### src/hdl/rtc_pkg.sv
// Package for the CMOS real-time clock: item types, action codes, register indices,
// BCD helpers. No dependencies.
`timescale 1ns / 1ps
`default_nettype none
package rtc_pkg;

	localparam int RamEntries = 64;
	localparam int RamAw = $clog2(RamEntries);

	typedef enum logic [2:0] {
		ACT_SELECT = 3'd0,
		ACT_WRITE  = 3'd1,
		ACT_READ   = 3'd2,
		ACT_PTICK  = 3'd3,
		ACT_UTICK  = 3'd4
	} action_t;

	localparam logic [5:0] R_SEC   = 6'h00;
	localparam logic [5:0] R_ASEC  = 6'h01;
	localparam logic [5:0] R_MIN   = 6'h02;
	localparam logic [5:0] R_AMIN  = 6'h03;
	localparam logic [5:0] R_HOUR  = 6'h04;
	localparam logic [5:0] R_AHOUR = 6'h05;
	localparam logic [5:0] R_WDAY  = 6'h06;
	localparam logic [5:0] R_MDAY  = 6'h07;
	localparam logic [5:0] R_MON   = 6'h08;
	localparam logic [5:0] R_YEAR  = 6'h09;
	localparam logic [5:0] R_STA   = 6'h0a;
	localparam logic [5:0] R_STB   = 6'h0b;
	localparam logic [5:0] R_STC   = 6'h0c;
	localparam logic [5:0] R_STD   = 6'h0d;
	localparam logic [5:0] R_0F    = 6'h0f;
	localparam logic [5:0] R_CENT1 = 6'h32;
	localparam logic [5:0] R_CENT2 = 6'h37;

	typedef struct packed {
		logic [2:0] action;
		logic [7:0] data;
	} in_item_t;

	typedef struct packed {
		logic [7:0] read_data;
		logic       irq_pulse;
		logic       nmi_disabled;
	} out_item_t;

	// binary 0..1023 to BCD tens/units truncated to 8 bits
	function automatic logic [7:0] enc8(input logic [9:0] v, input logic bcd);
		logic [9:0] t;
		logic [9:0] u;
		t = 10'((18'(v) * 18'd205) >> 11);
		u = v - 10'(t * 10'd10);
		return bcd ? {t[3:0], u[3:0]} : v[7:0];
	endfunction

endpackage
`default_nettype wire

### src/hdl/rtc_ram.sv
// Generic single-port RAM with registered read.
// No dependencies.
`timescale 1ns / 1ps
`default_nettype none
module rtc_ram #(
	parameter int Width = 8,
	parameter int Depth = 64
) (
	input  wire logic                     clk,
	input  wire logic                     we,
	input  wire logic [$clog2(Depth)-1:0] addr,
	input  wire logic [Width-1:0]         wdata,
	output logic      [Width-1:0]         rdata
);
	logic [Width-1:0] mem_q [Depth];

	always_ff @(posedge clk) begin
		if (we) mem_q[addr] <= wdata;
		rdata <= mem_q[addr];
	end
endmodule
`default_nettype wire

### src/hdl/rtc_calendar.sv
// Next-second calendar step: seconds through year with leap years.
// Depends on rtc_pkg.
`timescale 1ns / 1ps
`default_nettype none
module rtc_calendar import rtc_pkg::*; (
	input  wire logic [5:0]  sec,
	input  wire logic [5:0]  min,
	input  wire logic [4:0]  hour,
	input  wire logic [7:0]  wday,
	input  wire logic [4:0]  mday,
	input  wire logic [3:0]  mon,
	input  wire logic [15:0] year,
	input  wire logic        leap,
	output logic      [5:0]  sec_n,
	output logic      [5:0]  min_n,
	output logic      [4:0]  hour_n,
	output logic      [7:0]  wday_n,
	output logic      [4:0]  mday_n,
	output logic      [3:0]  mon_n,
	output logic      [15:0] year_n
);
	logic [3:0] m;
	logic [4:0] mdays;

	always_comb begin
		sec_n = sec; min_n = min; hour_n = hour; wday_n = wday;
		mday_n = mday; mon_n = mon; year_n = year;
		m = (mon < 4'd1 || mon > 4'd12) ? 4'd1 : mon;
		case (m)
			4'd2:                      mdays = leap ? 5'd29 : 5'd28;
			4'd4, 4'd6, 4'd9, 4'd11: mdays = 5'd30;
			default:                   mdays = 5'd31;
		endcase
		if (sec < 6'd59) sec_n = sec + 6'd1;
		else begin
			sec_n = '0;
			if (min < 6'd59) min_n = min + 6'd1;
			else begin
				min_n = '0;
				if (hour < 5'd23) hour_n = hour + 5'd1;
				else begin
					hour_n = '0;
					wday_n = (wday >= 8'd7) ? 8'd1 : wday + 8'd1;
					mon_n = m;
					if (mday >= 5'd1 && mday < mdays) mday_n = mday + 5'd1;
					else begin
						mday_n = 5'd1;
						if (m < 4'd12) mon_n = m + 4'd1;
						else begin
							mon_n = 4'd1;
							year_n = year + 16'd1;
						end
					end
				end
			end
		end
	end
endmodule
`default_nettype wire

### src/hdl/cmos_real_time_clock.sv
// Top level of the CMOS real-time clock.
// Depends on rtc_pkg, rtc_calendar, rtc_ram.
// One item accepted per cycle; the result strobe done is registered through v_s1 and then the done register.
// busy is tied low; the RAM read port plus the result register set the latency.
// Reset: asynchronous, active low; registers take their power-on values, RAM is
// cleared by written-flags in flip-flops (all zero after reset). Results cannot stall.
`timescale 1ns / 1ps
`default_nettype none
module cmos_real_time_clock import rtc_pkg::*; (
	input  wire logic      clk,
	input  wire logic      arst_n,
	input  wire logic      start,
	output logic           busy,
	input  wire in_item_t  item_in,
	output logic           done,
	output out_item_t      result
);
	logic [5:0]  idx_q, sec_q, min_q, asec_q, amin_q;
	logic        nmi_q, std_q, ack_q;
	logic [4:0]  hour_q, ahour_q, mday_q;
	logic [7:0]  wday_q, stb_q;
	logic [3:0]  mon_q;
	logic [15:0] year_q;
	logic [6:0]  sta_q;
	logic [2:0]  stc_q;
	logic [RamEntries-1:0] wr_q;

	// stage 1 registers
	logic        v_s1, ram_s1, irq_s1, nmi_s1;
	logic [7:0]  rd_s1;
	logic [7:0]  ram_rdata;

	logic [6:0]  yr_lo;
	logic [9:0]  hund;
	logic        leap;
	logic [5:0]  sec_n, min_n;
	logic [4:0]  hour_n, mday_n;
	logic [7:0]  wday_n;
	logic [3:0]  mon_n;
	logic [15:0] year_n;

	logic        acc, bcd, time_reg, drop, hok;
	logic [7:0]  v, hv, wv, rd_c;
	logic [4:0]  hset;
	logic        ram_we, ram_rd, irq_c;
	logic [2:0]  flags_c;
	logic [RamAw-1:0] ram_a;
	logic [7:0]  ram_wd;
	logic [5:0]  r;
	action_t     act;

	assign busy = 1'b0;
	assign acc = start;
	assign r = idx_q;
	assign act = action_t'(item_in.action);
	assign bcd = ~stb_q[2];
	// year split: year / 100 as (year / 4) / 25 via reciprocal
	assign hund = 10'(((32'(year_q) >> 2) * 32'd5243) >> 17);
	assign yr_lo = 7'(year_q - 16'(hund) * 16'd100);
	assign leap = (year_q[1:0] == 2'd0) && ((yr_lo != 7'd0) || (hund[1:0] == 2'd0));

	rtc_calendar u_cal (
		.sec(sec_q), .min(min_q), .hour(hour_q), .wday(wday_q), .mday(mday_q),
		.mon(mon_q), .year(year_q), .leap(leap),
		.sec_n(sec_n), .min_n(min_n), .hour_n(hour_n), .wday_n(wday_n),
		.mday_n(mday_n), .mon_n(mon_n), .year_n(year_n)
	);

	always_comb begin
		time_reg = (r <= R_YEAR) || r == R_CENT1 || r == R_CENT2;
		drop = 1'b0;
		wv = item_in.data;
		v = wv;
		if (time_reg && bcd) begin
			if (wv[7:4] > 4'd9 || wv[3:0] > 4'd9) drop = 1'b1;
			if ((r == R_HOUR || r == R_AHOUR) && wv[7])
				v = (wv[7:4] == 4'd8) ? {4'h8, wv[3:0]} : 8'h8a + {4'd0, wv[3:0]};
			else
				v = 8'({4'd0, wv[7:4]} * 8'd10) + {4'd0, wv[3:0]};
		end
		hv = v; hok = 1'b1;
		if (!stb_q[1]) begin
			if ((v > 8'd12 && v < 8'h81) || v > 8'h8c) hok = 1'b0;
			if (v == 8'h8c) hv = 8'd12;
			else if (v > 8'd12) hv = v - 8'h74;
		end else if (v > 8'd23) hok = 1'b0;
		hset = hv[4:0];
	end

	always_comb begin
		rd_c = '0; ram_rd = 1'b0; ram_we = 1'b0;
		ram_a = RamAw'(r); ram_wd = v;
		if (acc && act == ACT_WRITE && !drop &&
			!(time_reg || r == R_STA || r == R_STB || r == R_STC || r == R_STD)) begin
			ram_we = 1'b1;
			if (r == R_0F) ram_wd = {1'b0, v[6:0]};
		end
		case (r)
			R_SEC:   rd_c = enc8({4'b0, sec_q}, bcd);
			R_ASEC:  rd_c = enc8({4'b0, asec_q}, bcd);
			R_MIN:   rd_c = enc8({4'b0, min_q}, bcd);
			R_AMIN:  rd_c = enc8({4'b0, amin_q}, bcd);
			R_HOUR:  rd_c = enc8({5'b0, hour_q}, bcd);
			R_AHOUR: rd_c = enc8({5'b0, ahour_q}, bcd);
			R_WDAY:  rd_c = enc8({2'b0, wday_q}, bcd);
			R_MDAY:  rd_c = enc8({5'b0, mday_q}, bcd);
			R_MON:   rd_c = enc8({6'b0, mon_q}, bcd);
			R_YEAR:  rd_c = enc8({3'b0, yr_lo}, bcd);
			R_CENT1, R_CENT2: rd_c = enc8(hund, bcd);
			R_STA:   rd_c = {1'b0, sta_q};
			R_STB:   rd_c = stb_q;
			R_STC:   rd_c = {|({1'b0, stc_q, 4'b0} & stb_q & 8'h70), stc_q, 4'b0};
			R_STD:   rd_c = {std_q, 7'b0};
			default: begin
				if (r inside {6'h10, 6'h12, 6'h39, 6'h3a, [6'h19:6'h2c]}) rd_c = '0;
				else ram_rd = 1'b1;
			end
		endcase
	end

	// flag update and interrupt for tick items
	always_comb begin
		flags_c = stc_q;
		if (act == ACT_PTICK) begin
			if (stb_q[6]) flags_c[2] = 1'b1;
		end else if (act == ACT_UTICK) begin
			if (!stb_q[7] && stb_q[5] && sec_n == asec_q && min_n == amin_q &&
				hour_n == ahour_q) flags_c[1] = 1'b1;
			if (stb_q[4]) flags_c[0] = 1'b1;
		end
		irq_c = (act == ACT_PTICK || act == ACT_UTICK) && ack_q && (flags_c != 3'd0);
	end

	rtc_ram #(.Width(8), .Depth(RamEntries)) u_ram (
		.clk(clk), .we(ram_we), .addr(ram_a), .wdata(ram_wd), .rdata(ram_rdata)
	);

	always_ff @(posedge clk or negedge arst_n) begin
		if (!arst_n) begin
			idx_q <= 6'h0a; nmi_q <= 1'b0;
			sec_q <= '0; min_q <= '0; hour_q <= '0;
			wday_q <= 8'd1; mday_q <= 5'd1; mon_q <= 4'd1; year_q <= 16'd1980;
			asec_q <= '0; amin_q <= '0; ahour_q <= '0;
			sta_q <= 7'h26; stb_q <= 8'h02; stc_q <= '0; std_q <= 1'b1; ack_q <= 1'b1;
			wr_q <= '0;
			v_s1 <= 1'b0; ram_s1 <= 1'b0; irq_s1 <= 1'b0; nmi_s1 <= 1'b0;
			rd_s1 <= '0;
			done <= 1'b0; result <= '0;
		end else begin
			v_s1 <= acc;
			irq_s1 <= 1'b0;
			ram_s1 <= 1'b0;
			rd_s1 <= '0;
			if (acc) begin
				case (act)
					ACT_SELECT: begin
						idx_q <= item_in.data[5:0];
						nmi_q <= item_in.data[7];
					end
					ACT_WRITE: begin
						if (ram_we) wr_q[ram_a] <= 1'b1;
						if (!drop) case (r)
							R_SEC:   if (v <= 8'd59) sec_q <= v[5:0];
							R_ASEC:  if (v <= 8'd59) asec_q <= v[5:0];
							R_MIN:   if (v <= 8'd59) min_q <= v[5:0];
							R_AMIN:  if (v <= 8'd59) amin_q <= v[5:0];
							R_HOUR:  if (hok) hour_q <= hset;
							R_AHOUR: if (hok) ahour_q <= hset;
							R_WDAY:  wday_q <= v;
							R_MDAY:  if (v <= 8'd31) mday_q <= v[4:0];
							R_MON:   if (v >= 8'd1 && v <= 8'd12) mon_q <= v[3:0];
							R_YEAR:  year_q <= year_q - 16'(yr_lo) + 16'(v);
							R_CENT1, R_CENT2:
								if (v >= 8'd19)
									year_q <= 16'(yr_lo) + 16'(v) * 16'd100;
							R_STA:   sta_q <= v[6:0];
							R_STB:   stb_q <= v[7] ? (v & 8'hef) : v;
							R_STD:   std_q <= v[7];
							default: ;
						endcase
					end
					ACT_READ: begin
						rd_s1 <= rd_c;
						ram_s1 <= ram_rd && wr_q[ram_a];
						if (r == R_STC) begin
							stc_q <= '0;
							ack_q <= 1'b1;
						end
					end
					ACT_PTICK, ACT_UTICK: begin
						if (act == ACT_UTICK && !stb_q[7]) begin
							sec_q <= sec_n; min_q <= min_n; hour_q <= hour_n;
							wday_q <= wday_n; mday_q <= mday_n; mon_q <= mon_n;
							year_q <= year_n;
						end
						stc_q <= flags_c;
						if (irq_c) ack_q <= 1'b0;
						irq_s1 <= irq_c;
					end
					default: ;
				endcase
				nmi_s1 <= (act == ACT_SELECT) ? item_in.data[7] : nmi_q;
			end
			done <= v_s1;
			result.read_data <= ram_s1 ? ram_rdata : rd_s1;
			result.irq_pulse <= irq_s1;
			result.nmi_disabled <= nmi_s1;
		end
	end
endmodule
`default_nettype wire
### config.mk
export PLATFORM = sky130hd
export DESIGN_NAME = cmos_real_time_clock
export DESIGN_NICKNAME = d
export VERILOG_FILES = /design/src/hdl/rtc_pkg.sv /design/src/hdl/rtc_ram.sv /design/src/hdl/rtc_calendar.sv /design/src/hdl/cmos_real_time_clock.sv
export SDC_FILE = /design/constraint.sdc
export NUM_CORES = 2
export LEC_CHECK = 0
export ABC_AREA = 1
export BUFFER_PORTS_ARGS = -buffer_cell sky130_fd_sc_hd__buf_2
export CAP_MARGIN = 10
export CORE_MARGIN = 8
export CORE_UTILIZATION = 55
export CTS_CLUSTER_DIAMETER = 200
export CTS_CLUSTER_SIZE = 8
export DETAILED_ROUTE_END_ITERATION = 10
export HOLD_SLACK_MARGIN = 0.12
export PLACE_DENSITY_LB_ADDON = 0.15
export SYNTH_ARGS = -nofsm -noshare
export SYNTH_HDL_FRONTEND = slang
export SYNTH_HIERARCHICAL = 1
export SYNTH_SLANG_ARGS = --single-unit
### constraint.sdc
create_clock -name clk -period 9.3 [get_ports clk]
set_input_delay 0 -clock clk [delete_from_list [all_inputs] [get_ports clk]]
set_output_delay 0 -clock clk [all_outputs]
set_load 0.05 [all_outputs]
Yosys cells after proc, flatten, opt, wreduce, memory -nomap -nowiden --
Memories as Yosys holds them, arrays and structs flattened. A register that Yosys moved wholly into a read port is not among the register bits. Index checks and enable logic that the tools add are counted.
Storage, ports and cells: RAM bits 512, memories kept 1, logic and storage cells 341, bits in registers 180
Memories:
- u_ram.mem_q | words 64, width 8, rd ports 1, clocked after Yosys merged registers in 1, write ports 1, RTL line rtc_ram.sv:15 | logic [Width-1:0] mem_q [Depth];
Cells by class: multipliers 26, equality and inequality tests 55, muxes and demuxes 114, order comparisons 25, bitwise operators 4, add/subtract/negate cells 25, reduce and logical (&&, ||, !) cells 65
Operators with widths (count):
- $mux 8 | 19
- $mux 16 | 8
- $pmux 8 s15 | 1
- $mux 5 | 19
- $mux 6 | 13
- $or 64x64->64 | 1
- $pmux 16 s2 | 2
- $mul 6x8->14 const B | 4
- $sub 4x4->4 | 11
- $eq 6x4->1 const B | 7
- $mux 4 | 10
- $mul 5x8->13 const B | 3
- $pmux 5 s2 | 3
- $mux 7 | 4
- $mul 14x13->27 const B | 1
- $eq 6x3->1 const B | 4
- $eq 6x6->1 const B | 4
- $mux 1 | 24
- $pmux 6 s2 | 2
- $ne 2x2->1 const B | 11
- $logic_and 1x1->1 | 19
- $mul 10x8->18 const B | 1
- $reduce_and 6->1 | 3
- $reduce_and 9->1 | 2
- 90 further kinds | 138

Longest topological paths before layout --
depth in word-level cells 16, depth in mapped cells 59, mapped depth without buffers 59

By module --
The synthesis kept the hierarchy.
Modules (own cells, without submodules):
- cmos_real_time_clock | seq. area each 4528.1 µm², cells an instance 2921, area an instance 23512.6 µm², instances 1
- rtc_ram | seq. area each 15534.9 µm², cells an instance 2170, area an instance 21983.6 µm², instances 1
- rtc_calendar | seq. area each 0.0 µm², cells an instance 285, area an instance 1508.9 µm², instances 1

Worst setup path before layout --
No wires, ideal clock.
kind register to register, from register year_q[13], to register rd_s1[3], setup time 113 ps, data required time 9187 ps, clock period less this slack 9541 ps, buffers on the path 0, arrival time 9428 ps, cell stages (with the launch flop) 55, path slack -241 ps, cells stage by stage dfrtp_1 fa_1 ha_1 inv_1 fa_1 inv_1 fa_1 inv_1 fa_1 inv_1 ha_1 a21oi_1 o21ai_0 a21oi_1 nand2_1 inv_1 o21bai_1 xnor2_1 [... 19 more ...] nand2_1 nand2_1 nand3_1 nand2_1 inv_1 ha_1 fa_1 nand3b_1 nand2_1 nand2_1 nand3_1 nand2_1 nand2_1 nor2_1 nor3_1 nand3_1 nand2_1 inv_1
On the way: longest elaborated chain between the ends 10
Ends and longest elaborated chain:
- start, declared | RTL line cmos_real_time_clock.sv:23 | logic [15:0] year_q;
- start signal, assigned | RTL line cmos_real_time_clock.sv:172 | R_YEAR: year_q <= year_q - 16'(yr_lo) + 16'(v);
- start signal, assigned | RTL line cmos_real_time_clock.sv:175 | year_q <= 16'(yr_lo) + 16'(v) * 16'd100;
- start signal, assigned | RTL line cmos_real_time_clock.sv:194 | year_q <= year_n;
- $mul 14x13->27 * | RTL line cmos_real_time_clock.sv:58 | assign hund = 10'(((32'(year_q) >> 2) * 32'd5243) >> 17);
- $mul 10x5->5 | RTL line cmos_real_time_clock.sv:59 | assign yr_lo = 7'(year_q - 16'(hund) * 16'd100);
- $sub 7x7->7 | RTL line cmos_real_time_clock.sv:59
- $mul 7x8->15 | RTL line rtc_pkg.sv:51 | t = 10'((18'(v) * 18'd205) >> 11);
- $mul 4x3->3 | RTL line rtc_pkg.sv:52 | u = v - 10'(t * 10'd10);
- $sub 4x4->4 | RTL line rtc_pkg.sv:52
- $mux 8 | RTL line rtc_pkg.sv:53 | return bcd ? {t[3:0], u[3:0]} : v[7:0];
- $pmux 8 s15 * | RTL line cmos_real_time_clock.sv:98 | case (r)
- $mux 8 * | RTL line cmos_real_time_clock.sv:155 | case (act)
- $mux 8 * | RTL line cmos_real_time_clock.sv:154 | if (acc) begin
- end signal, assigned | RTL line cmos_real_time_clock.sv:183 | rd_s1 <= rd_c;
- end, declared | RTL line cmos_real_time_clock.sv:30 | logic [7:0] rd_s1;
Every way passes the cells marked *; elsewhere a longest branch is shown, timed or not. A chain may end at the register's enable or synchronous reset.

Worst setup path after layout --
from register year_q[12], to register rd_s1[3]
The elaborated chain is that of the path after synthesis.

==> impl_metrics.toml <==
[yosys]
netlist_instances = 5376
synth_area_leaders = "edfxtp_1 (33%), nand2_1 (16%), ha_1 (13%)"
ys_warn_count = 6
ys_types = 71
synth_edf_count = 512
synthArstFlopShare_pct = 25.71
synth_seq_cells = 700
synth_top_area_share_pct = 32.71
syn_nets = 6019
ys_seq_area_share_pct = 42.68
yosysMostFrequentCell = "nand2_1"
synth_area_um2 = 47010
synth_common_cells = "nand2_1 (1949), inv_1 (628), edfxtp_1 (512)"
synthFlopType = "edfxtp_1"
yosysTopAreaCell = "edfxtp_1"
syn_area_per_cell_um2 = 8.744

[finish]
drive_gt1_share_pct = 10.90
area_growth_pct = 12.61
fin_nets = 6198
final_cells = 6749
stdcell_area_um2 = 52930
fill_cells = 7270

[timing]
period_minus_slack_ns = 9.483
period_share_pct = 102.0
setup_viol = 3
final-hold-violation-count = 0
worst_slew_pin_slew_ns = 1.050
grt_setup_unrepaired = "true"
clock.fmax_mhz = 105.5
clock_skew_ns = 0.03664
fin_ws_ns = -0.1829
slew_headroom_pct = 29.40
hold_slack_ns = 0.1832
maxSlewViolCount = 0

[outcome]
status = "complete, but fails checks"
failed_checks = "setup timing"

[cts]
cts_tree = "yes"
h-tree-depth = 3
clkLatencyLatePin_ns = 0.67
root_buffer = "clkbuf_16"
numCtsBuffers = 97
clock-sinks = 700
clk_path_buf_depth = 3
clkTransAtPathRegs_ns = 0.07

[die]
io_pins = 26
dieArea_um2 = 95070
rows = 107
start_util_pct = 55.38
die_h_um = 308.3
coreArea_um2 = 84880
die_w_um = 308.3

[place]
place.gp.congestion = 0.9709
hpwl_um = 88400
dp_cells = 6549
numPortBuffers = 24
place_area_um2 = 49150

[grt]
grt_overflow = 0
grt_first_pass_wirelength_um = 202500
grt_usage_pct = 26.91
grt_pass1_vias = 36280
antenna_found_initial = 4
grt_max_degree = 176

[setup_path]
crit_path_end_kind = "register"
worst_path_largest_cell_delay_ns = 0.54
worst_setup_path_start_kind = "register"
required_ns = 9.85
cp.arrival_ns = 10.03
crit_fanout = 5
crit_top_cell = "inv_1"
path_class = "register to register"
crit_slowest_cell = "fa_1"

[hold_path]
hold_class = "input pin to register"

[route]
via_per_inst = 5.572
via_count = 37610
drtIter0Drc = 3220
route.detailed.drc = 0
ant_nets = 0
drt-wirelength-per-cell_um = 19.19
first_pass_iters = 6
wirelength_um = 129500

[run]
drv_cap = 0
## worst paths after layout
path / start / end / slack, ns / cells after the start
worst max register to register: year_q[12] / rd_s1[3] / -0.18 / 54
worst max-delay path: year_q[12] / rd_s1[3] / -0.18 / 54
min in group asynchronous: arst_n / year_q[9] / 0.54 / 3
worst min register to register: v_s1 / done / 0.35 / 0
worst min-delay path: item_in[6] / stb_q[6] / 0.18 / 6
max in group asynchronous: arst_n / idx_q[0] / 7.69 / 4
## repair_timing
| item | 4_1_cts | 5_1_grt |
|---|---|---|
| hold endpoints to repair | 216 | 0 |
| buffers inserted | 22 | 12 |
| hold buffers | 18 | 0 |
| pin swaps | 59 | 60 |
| resized for setup | 54 | 56 |
| setup endpoints to repair | 6 | 7 |
## sequential cells by signal (all words and copies together) (netlist names), 3 cells and up
| name | count |
|---|---|
| amin_q | 6 |
| idx_q | 6 |
| sta_q | 7 |
| asec_q | 6 |
| mday_q | 5 |
| result | 10 |
| min_q | 6 |
| ahour_q | 5 |
| u_ram/mem_q | 512 |
| u_ram/rdata | 8 |
| stb_q | 8 |
| wr_q | 64 |
| hour_q | 5 |
| mon_q | 4 |
| stc_q | 3 |
| wday_q | 8 |
| year_q | 16 |
| rd_s1 | 8 |
| sec_q | 6 |
## area by class of cell
type	instances	area [um2]	share of cell area, %
clock inverters	8	212.7	0.4019
flip-flops and latches	700	20080	37.93
clock buffers	139	2585	4.884
multi-input cells	3865	24290	45.90
well taps	1144	1431	2.704
diodes	2	5.005	0.009455
inverters	647	2447	4.624
repair buffers	244	1878	3.548
## kinds of logic after synthesis
| group | after synthesis | share of synthesized area, % |
|---|---|---|
| multiplexers | 13 | 0.3061 |
| XOR/XNOR | 86 | 1.602 |
| flip-flops | 700 | 42.68 |
| other | 1 | 0.007978 |
| AND/OR/NAND/NOR | 2546 | 21.87 |
| AO/OA/AOI/OAI | 590 | 7.480 |
| buffers and inverters | 811 | 6.910 |
| adder cells (fa/ha/maj) | 629 | 19.14 |
## cells in the final DEF (no fill, tap or decap), types with 9 or more instances in the layout
cell and n:
mux2_2 11, nand3b_1 16, o21bai_1 15, nor2_1 269
clkbuf_1 42, dfstp_2 18, nand2_2 29, inv_2 34
nor3_2 9, dfrtp_1 154, o211ai_1 20, a31o_2 35
o21a_1 12, nand4_1 38, edfxtp_1 512, buf_4 197
o21ai_0 175, a21oi_1 159, or2_2 20, ha_4 27
nand3_1 150, a21o_1 11, xnor2_1 30, dlygate4sd3_1 17
nor3_1 25, nor2_2 18, o22ai_1 47, xor2_1 50
nand3_2 9, inv_1 606, ha_1 448, nand2_1 1932
buf_2 22, o21ai_1 31, fa_1 146, a31oi_1 18
clkbuf_16 97, o21ai_2 11
## per-stage QoR
| step | util (%) | worst slack, ns | TNS [ns] |
|---|---|---|---|
| finish | 62.36 | -0.1829 | -0.2668 |
| detailed placement | 57.91 | -0.5396 | -1.683 |
| CTS | 61.89 | -0.1769 | -0.3028 |
| global route | 62.35 | -0.6522 | -2.190 |
| global placement | 57.91 | -0.4661 | -1.179 |
| floorplan | - | 0.01916 | 0 |
## per-layer routing
metal / up-vias / global-route usage (%) / routed length (um)
li1: 17930 / - / -
met1: 17970 / 37.77 / 55870
met2: 1439 / 42.57 / 58300
met3: 274 / 4.484 / 11140
met4: 0 / 8.660 / 4202
met5: - / 0 / 0
## critical path: cells and delay by family, from the launching register on
family	cells	cell delay [ns]
compound gates	5	0.63
xor+xnor	3	0.57
fa+ha+maj	15	5.25
buf+inv	15	1.03
flops	1	0.46
simple gates	16	1.44
Power is left out: the tool's default activity adds up to more than one toggle a clock period on the data nets, which glitch-free logic cannot reach.
